**src/hdl/rma_pkg.sv**
```systemverilog
package rma_pkg;

   // table geometry
   localparam int ENTRIES = 16;
   localparam int IDX_W = $clog2(ENTRIES);
   localparam logic [IDX_W-1:0] LAST_IDX = IDX_W'(ENTRIES - 1);

   // field widths
   localparam int ADDR_W = 64;
   localparam int REQ_DATA_W = 3 * ADDR_W;
   localparam int RSP_DATA_W = 72;

   // remainder unit: one quotient bit per cycle
   localparam int DIV_STEPS = ADDR_W;
   localparam int CNT_W = $clog2(DIV_STEPS + 1);

   typedef enum logic [1:0] {
      ST_OK    = 2'd0,
      ST_NOFIT = 2'd1,
      ST_LOST  = 2'd2
   } status_type;

   typedef enum logic [1:0] {
      PIDX_HOLD = 2'd0,
      PIDX_INC  = 2'd1,
      PIDX_ZERO = 2'd2
   } pidx_op_type;

   typedef enum logic [2:0] {
      WR_NONE     = 3'd0,
      WR_MRG_PREV = 3'd1,
      WR_MRG_BOTH = 3'd2,
      WR_MRG_NEXT = 3'd3,
      WR_INSERT   = 3'd4,
      WR_CARVE    = 3'd5,
      WR_SHIFT    = 3'd6
   } wr_op_type;

   // controller to datapath
   typedef struct packed {
      logic        load;
      pidx_op_type pidx_op;
      wr_op_type   wr_op;
      logic        prev_load;
      logic        m_load;
      logic        div_start;
      logic        div_step;
      logic        m_from_div;
      logic        fit_load;
      logic        gap_setup;
      logic        set_lost;
      logic        out_load;
   } cmd_type;

   // datapath to controller
   typedef struct packed {
      logic req_kind;
      logic req_len_zero;
      logic scan_cont;
      logic merge_prev;
      logic merge_next;
      logic at_last;
      logic cur_empty;
      logic take_fail;
      logic take_skip;
      logic align_nz;
      logic div_done;
      logic fit_ok;
      logic nlen_zero;
      logic gap_nz;
      logic rsp_free;
   } stat_type;

endpackage

```
**src/hdl/rma_control.sv**
```systemverilog
module rma_control (
   input  logic               clock,
   input  logic               reset,
   input  logic               req_tvalid,
   output logic               req_tready,
   input  rma_pkg::stat_type  stat,
   output rma_pkg::cmd_type   cmd
);

   typedef enum logic [15:0] {
      S_IDLE    = 16'b0000_0000_0000_0001,
      S_T_START = 16'b0000_0000_0000_0010,
      S_T_SCAN  = 16'b0000_0000_0000_0100,
      S_T_DIV   = 16'b0000_0000_0000_1000,
      S_T_FIT   = 16'b0000_0000_0001_0000,
      S_T_CARVE = 16'b0000_0000_0010_0000,
      S_T_DEL   = 16'b0000_0000_0100_0000,
      S_T_GAP   = 16'b0000_0000_1000_0000,
      S_P_START = 16'b0000_0001_0000_0000,
      S_P_SCAN  = 16'b0000_0010_0000_0000,
      S_P_DEC   = 16'b0000_0100_0000_0000,
      S_P_MRG2  = 16'b0000_1000_0000_0000,
      S_P_DEL1  = 16'b0001_0000_0000_0000,
      S_P_DEL2  = 16'b0010_0000_0000_0000,
      S_P_INS   = 16'b0100_0000_0000_0000,
      S_DONE    = 16'b1000_0000_0000_0000
   } state_type;

   state_type state_ff, state_in;

   assign req_tready = state_ff == S_IDLE;

   // sequencer
   always_comb begin
      state_in    = state_ff;
      cmd         = '0;
      cmd.pidx_op = rma_pkg::PIDX_HOLD;
      cmd.wr_op   = rma_pkg::WR_NONE;
      unique case (state_ff)
         S_IDLE: begin
            if (req_tvalid) begin
               cmd.load    = 1'b1;
               cmd.pidx_op = rma_pkg::PIDX_ZERO;
               if (stat.req_kind) begin
                  state_in = S_T_START;
               end else if (stat.req_len_zero) begin
                  state_in = S_DONE;
               end else begin
                  state_in = S_P_START;
               end
            end
         end
         S_T_START: state_in = S_T_SCAN;
         S_T_SCAN: begin
            if (stat.take_fail) begin
               state_in = S_DONE;
            end else if (stat.take_skip) begin
               cmd.pidx_op = rma_pkg::PIDX_INC;
            end else begin
               cmd.m_load = 1'b1;
               if (stat.align_nz) begin
                  cmd.div_start = 1'b1;
                  state_in      = S_T_DIV;
               end else begin
                  state_in = S_T_FIT;
               end
            end
         end
         S_T_DIV: begin
            if (stat.div_done) begin
               cmd.m_from_div = 1'b1;
               state_in       = S_T_FIT;
            end else begin
               cmd.div_step = 1'b1;
            end
         end
         S_T_FIT: begin
            if (stat.fit_ok) begin
               cmd.fit_load = 1'b1;
               state_in     = S_T_CARVE;
            end else begin
               cmd.pidx_op = rma_pkg::PIDX_INC;
               state_in    = S_T_SCAN;
            end
         end
         S_T_CARVE: begin
            cmd.wr_op = rma_pkg::WR_CARVE;
            if (stat.nlen_zero) begin
               cmd.pidx_op = rma_pkg::PIDX_INC;
               state_in    = S_T_DEL;
            end else begin
               state_in = S_T_GAP;
            end
         end
         S_T_DEL: begin
            cmd.wr_op = rma_pkg::WR_SHIFT;
            if (stat.cur_empty || stat.at_last) begin
               state_in = S_T_GAP;
            end else begin
               cmd.pidx_op = rma_pkg::PIDX_INC;
            end
         end
         S_T_GAP: begin
            // alignment gap goes back through the free path
            if (stat.gap_nz) begin
               cmd.gap_setup = 1'b1;
               cmd.pidx_op   = rma_pkg::PIDX_ZERO;
               state_in      = S_P_START;
            end else begin
               state_in = S_DONE;
            end
         end
         S_P_START: state_in = S_P_SCAN;
         S_P_SCAN: begin
            if (stat.scan_cont) begin
               cmd.prev_load = 1'b1;
               cmd.pidx_op   = rma_pkg::PIDX_INC;
            end else begin
               state_in = S_P_DEC;
            end
         end
         S_P_DEC: begin
            if (stat.merge_prev) begin
               cmd.wr_op = rma_pkg::WR_MRG_PREV;
               state_in  = stat.merge_next ? S_P_MRG2 : S_DONE;
            end else if (stat.merge_next) begin
               cmd.wr_op = rma_pkg::WR_MRG_NEXT;
               state_in  = S_DONE;
            end else begin
               state_in = S_P_INS;
            end
         end
         S_P_MRG2: begin
            cmd.wr_op = rma_pkg::WR_MRG_BOTH;
            state_in  = S_P_DEL1;
         end
         S_P_DEL1: begin
            if (!stat.at_last && !stat.cur_empty) begin
               cmd.pidx_op = rma_pkg::PIDX_INC;
               state_in    = S_P_DEL2;
            end else begin
               state_in = S_DONE;
            end
         end
         S_P_DEL2: begin
            cmd.wr_op = rma_pkg::WR_SHIFT;
            if (!stat.at_last && !stat.cur_empty) begin
               cmd.pidx_op = rma_pkg::PIDX_INC;
            end else begin
               state_in = S_DONE;
            end
         end
         S_P_INS: begin
            if (stat.at_last) begin
               cmd.set_lost = 1'b1;
               state_in     = S_DONE;
            end else begin
               cmd.wr_op = rma_pkg::WR_INSERT;
               if (stat.cur_empty) begin
                  state_in = S_DONE;
               end else begin
                  cmd.pidx_op = rma_pkg::PIDX_INC;
               end
            end
         end
         S_DONE: begin
            if (stat.rsp_free) begin
               cmd.out_load = 1'b1;
               state_in     = S_IDLE;
            end
         end
         default: state_in = S_IDLE;
      endcase
   end

   always_ff @(posedge clock) begin
      if (reset) begin
         state_ff <= S_IDLE;
      end else begin
         state_ff <= state_in;
      end
   end

endmodule

```
**config.mk**
```make
export PLATFORM = sky130hd
export DESIGN_NAME = rma_control
export DESIGN_NICKNAME = d
export VERILOG_FILES = /design/src/hdl/rma_pkg.sv /design/src/hdl/rma_control.sv
export SDC_FILE = /design/constraint.sdc
export NUM_CORES = 1
export LEC_CHECK = 0
export BUFFER_PORTS_ARGS = -buffer_cell sky130_fd_sc_hd__buf_2
export CORE_ASPECT_RATIO = 0.9
export CORE_UTILIZATION = 48
export DETAILED_ROUTE_END_ITERATION = 6
export PLACE_DENSITY_LB_ADDON = 0.12
export REMOVE_ABC_BUFFERS = 1
export SETUP_SLACK_MARGIN = 0.15
export SYNTH_ARGS = -nofsm -noshare
export SYNTH_HDL_FRONTEND = slang
export SYNTH_SLANG_ARGS = --single-unit
```
**constraint.sdc**
```tcl
create_clock -name clock -period 1.95 [get_ports clock]
set_clock_uncertainty 0.05 [all_clocks]
set_input_delay 0.195 -clock clock [delete_from_list [all_inputs] [get_ports clock]]
set_output_delay 0.195 -clock clock [all_outputs]
set_load 0.05 [all_outputs]
```
==> results of run 1 <==
-- cell usage after synthesis (all sizes together) (2+ instances only) --
| cell | number | area, um2 |
|---|---|---|
| a21oi | 8 | 40.04 |
| a31oi | 2 | 12.51 |
| a32oi | 2 | 17.52 |
| and2 | 3 | 18.77 |
| and3 | 4 | 25.02 |
| buf | 5 | 31.28 |
| clkbuf | 8 | 31.28 |
| dfxtp | 16 | 320.3 |
| ha | 4 | 50.05 |
| inv | 10 | 37.54 |
| nand2 | 16 | 60.06 |
| nand2b | 3 | 18.77 |
| nand3 | 8 | 57.56 |
| nand3b | 3 | 22.52 |
| nand4 | 9 | 56.30 |
| nor2 | 25 | 101.4 |
| nor2b | 3 | 18.77 |
| nor3 | 9 | 45.04 |
| nor4 | 10 | 128.9 |
| nor4b | 3 | 26.28 |
| o21ai | 5 | 25.02 |
| o2bb2ai | 2 | 17.52 |
| o31ai | 2 | 15.01 |
| o32ai | 2 | 25.03 |
| or4b | 2 | 20.02 |
| xnor2 | 3 | 26.28 |
| xor2 | 3 | 26.28 |
-- what timing repair did --
item	in CTS
resized for setup	91
pin swaps	18
hold buffers	0
setup endpoints to repair	32
buffers inserted	22
-- per-stage QoR --
step / cell area (um2) / setup WS, ns
after global placement: 1939 / -0.1753
after floorplan: 1326 / -1.153
after detailed placement: 1939 / -0.1840
after CTS: 2472 / -0.2887
-- cell families after synthesis --
logic type               synth area share, %
XOR/XNOR                               3.784
flip-flops                             23.06
AND/OR/NAND/NOR                        45.95
AO/OA/AOI/OAI                          14.87
buffers and inverters                  7.207
multiplexers                           1.532
adder cells (fa/ha/maj)                3.604
==> results_dict.tcl, run 1 <==
set metrics [dict create \
    synth_seq_cells 16 \
    dpl.hpwl_um 3606 \
    synth_warnings 0 \
    synth_seq_area_share_pct 23.06 \
    synth_cell_type_count 48 \
    stop_stage "5_1_grt" \
    cts_root_buf "clkbuf_4" \
    synth_edf_count 0 \
    portBuffers 33 \
    endpoint_type "output port" \
    synth_area_mm2 0.001389 \
    die_h_um 53.03 \
    ys.flop_type "dfxtp_1" \
    grt_max_degree 12 \
    cts_buffers 3 \
    rows 18 \
    h-tree-depth 1 \
    crit_endpoint "cmd[12]" \
    status "did not finish" \
    avgSynthCellArea_um2 7.589 \
    cts_max_path_buffers 2 \
    die_width_um 58.70 \
    synth_cells 183 \
    clock_sink_count 16 \
    place_congestion 0.9914 \
    dpl.cell_count 296 \
    synthArstFlopShare_pct 0 \
    io_pins 34 \
    error "[ERROR DPL-0038] Utilization greater than 100%, impossible to legalize" \
    start_util_pct 50.55 \
]
==> run 2: changes to the inputs <==
--- a/config.mk
+++ b/config.mk
@@ -6,12 +6,10 @@
 export NUM_CORES = 1
 export LEC_CHECK = 0
 export BUFFER_PORTS_ARGS = -buffer_cell sky130_fd_sc_hd__buf_2
-export CORE_ASPECT_RATIO = 0.9
-export CORE_UTILIZATION = 48
+export CORE_UTILIZATION = 35
 export DETAILED_ROUTE_END_ITERATION = 6
-export PLACE_DENSITY_LB_ADDON = 0.12
+export PLACE_DENSITY_LB_ADDON = 0.15
 export REMOVE_ABC_BUFFERS = 1
-export SETUP_SLACK_MARGIN = 0.15
 export SYNTH_ARGS = -nofsm -noshare
 export SYNTH_HDL_FRONTEND = slang
 export SYNTH_SLANG_ARGS = --single-unit
==> constraint.sdc (replaced) <==
create_clock -name clock -period 2.55 [get_ports clock]
set_clock_uncertainty 0.05 [all_clocks]
set_input_delay 0.255 -clock clock [delete_from_list [all_inputs] [get_ports clock]]
set_output_delay 0.255 -clock clock [all_outputs]
set_load 0.05 [all_outputs]
==> results_dict.tcl, run 2 <==
set metrics [dict create \
    synth.most_common_cell "nor2_1" \
    coreArea_mm2 0.003744 \
    routed_wl_um 4138 \
    crit_buf_inv 1 \
    critPathRequiredTime_ns 2.25 \
    setup_viol 0 \
    synthArstFlopShare_pct 0 \
    holdWs_ns 0.1963 \
    routedWlPerCell_um 15.38 \
    cp_data_arrival_time_ns 2.21 \
    slew_viol_final 0 \
    cts_buffers 3 \
    synth_mux_area_share_pct 1.532 \
    largest_reg_flops 16 \
    vdd_drop_max_mv 0.2558 \
    synth_top_family_by_area "simple AND/OR/NAND/NOR gates" \
    num_antenna_cells 0 \
    ctsHoldBuffers 0 \
    slew_headroom_pct 60.83 \
    start_util_pct 37.10 \
    hold_path_class "input pin to register" \
    synth_area_leaders "dfxtp_1 (23%), nor4_4 (6.1%), nor2_1 (5.9%)" \
    mostFrequentLayoutCells "buf_2 (30), nor2_1 (21), nand2_1 (16), dfxtp_1 (16), buf_4 (15)" \
    crit_type "register to primary output" \
    hold_violations 0 \
    drv_cap 0 \
    area_growth_pct 26.04 \
    max_stage_delay_ns 0.66 \
    cts_root_buf "clkbuf_8" \
    portBuffers 33 \
    grt_antenna_before_repair 0 \
    synthXorXnorAreaFrac_pct 3.784 \
    dp_slack_ns 0.1562 \
    synth_edf_count 0 \
    avgSynthCellArea_um2 7.589 \
    yosys.area_share.simple_pct 45.95 \
    viasPerCell 5.714 \
    synth_seq_cells 16 \
    synth_warnings 0 \
    grt_setup_unrepaired "yes" \
    grt_pass1_wl_um 6748 \
    crit_slowest_cell "or4b_2" \
    synth_cell_type_count 48 \
    grt_use_total_pct 20.52 \
    cts_tree "yes" \
    fin_crit_ns 2.513 \
    worst_slack_ns 0.03664 \
    h-tree-depth 1 \
    place_congestion 1.003 \
    synth_compound_gate_area_share_pct 14.86 \
    fmax_ghz 0.3979 \
    vias 1537 \
    dieArea_mm2 0.004224 \
    cp_max_fo 7 \
    power_density_mw_per_mm2 513.7 \
    final_layout_size_suffix_gt1_share_pct 31.67 \
    die_width_um 64.99 \
    top_regs "state_ff: 16 flops" \
    route.detailed.drc 0 \
    clock_sink_count 16 \
    final_common_cell "buf_2" \
    tightest_slew_ns 0.5794 \
    grt_overflow 0 \
    synth_adder_area_share_pct 3.604 \
    io_pins 34 \
    status "finished clean" \
    worst_setup_path_start_kind "register" \
    synth.top_cell.area_share_pct 23.06 \
    synth_area_mm2 0.001389 \
    largest_register "state_ff" \
    die_h_um 64.99 \
    clk_latency_ns 0.25 \
    synth_top_area_cell "dfxtp_1" \
    cts_max_path_buffers 2 \
    layout.nets 244 \
    antenna_left 0 \
    path_clk_slew_ns 0.07 \
    cpLargestDelayFamily "simple AND/OR/NAND/NOR gates" \
    end_kind "primary output" \
    grt_max_degree 12 \
    crit_path_cell_trace "nor2_2 > or4b_2 > nor3_2 > o21bai_1 > o41ai_1 > buf_4" \
    rows 22 \
    synth_cells 183 \
    dr.first_iter.drc_count 104 \
    synth_seq_area_share_pct 23.06 \
    first_pass_iters 4 \
    yosys-top-cells-count "nor2_1 (22), dfxtp_1 (16), nand2_1 (16)" \
    leakagePower_uw 0.0007953 \
    fill_cells 394 \
    grt_pass1_vias 1446 \
    dpl.hpwl_um 3185 \
    ys.flop_type "dfxtp_1" \
    fin_crit_sh_pct 98.56 \
]
-- run 2: cell counts after synthesis --
Identical to the previous run, type by type.
-- run 2: worst paths after layout --
kind	from	to	slack [ns]	depth (start not counted)
setup / recovery	state_ff[12]$_SDFFE_PP0P_	cmd[11]	0.04	6
hold / removal	stat[14]	state_ff[1]$_SDFFE_PP0P_	0.20	3
setup reg to reg	state_ff[14]$_SDFFE_PP0P_	state_ff[4]$_SDFFE_PP0P_	0.22	7
hold reg to reg	state_ff[4]$_SDFFE_PP0P_	state_ff[7]$_SDFFE_PP0P_	0.60	2
-- run 2: stage by stage --
step | power (uW) | TNS, ns | instances | util, % | cell area [um2]
after floorplan | 522.9 | -2.557 | 170 | - | 1326
after global placement | 635.5 | 0 | 257 | 42.65 | 1597
after detailed placement | 636.5 | 0 | 257 | 42.65 | 1597
after CTS | 885.2 | 0 | 267 | 45.52 | 1704
after global routing | 953.3 | -0.04621 | 269 | 46.76 | 1750
final | 899.1 | 0 | 269 | 46.76 | 1750
-- run 2: routing by layer --
layer	up-vias	track usage (%)	wire length, um
li1	743	-	-
met1	719	25.58	1805
met2	69	35.55	1992
met3	6	4.049	316
met4	0	5.278	23
met5	-	0	0
-- run 2: repair_timing --
| action | in CTS | in global routing |
|---|---|---|
| gates cloned | 0 | 0 |
| buffers inserted | 6 | 2 |
| resized for setup | 2 | 6 |
| pin swaps | 3 | 2 |
| endpoints found under the setup margin | 5 | 10 |
-- run 2: kinds of logic after synthesis --
| logic type | Yosys count |
|---|---|
| flops | 16 |
| simple gates | 103 |
| fa+ha+maj | 4 |
| compound gates | 29 |
| buf+inv | 23 |
| xor+xnor | 6 |
| mux | 2 |
-- run 2: worst reg2reg max path, stage by stage (launching register included) --
cell      delay [ns]
dfxtp_1         0.63
nor4_4          0.08
buf_4           0.18
a32oi_1         0.26
o32ai_2         0.17
a311oi_4        0.44
nand2b_1        0.26
nor2_1          0.19
-- run 2: area by class of cell --
| cell class | instances | area, um2 | area share, % |
|---|---|---|---|
| repair buffers | 47 | 277.8 | 15.87 |
| clock buffers | 4 | 55.05 | 3.145 |
| flip-flops and latches | 16 | 320.3 | 18.30 |
| inverters | 10 | 37.54 | 2.144 |
| multi-input cells | 144 | 999.7 | 57.11 |
| well taps | 48 | 60.06 | 3.431 |
-- run 2: power by group --
group | switching, uW | internal, uW
Clock | 91.8 | 137
Sequential | 25.4 | 261
Combinational | 238 | 146
Note: power is estimated with default switching activity, not from simulation.
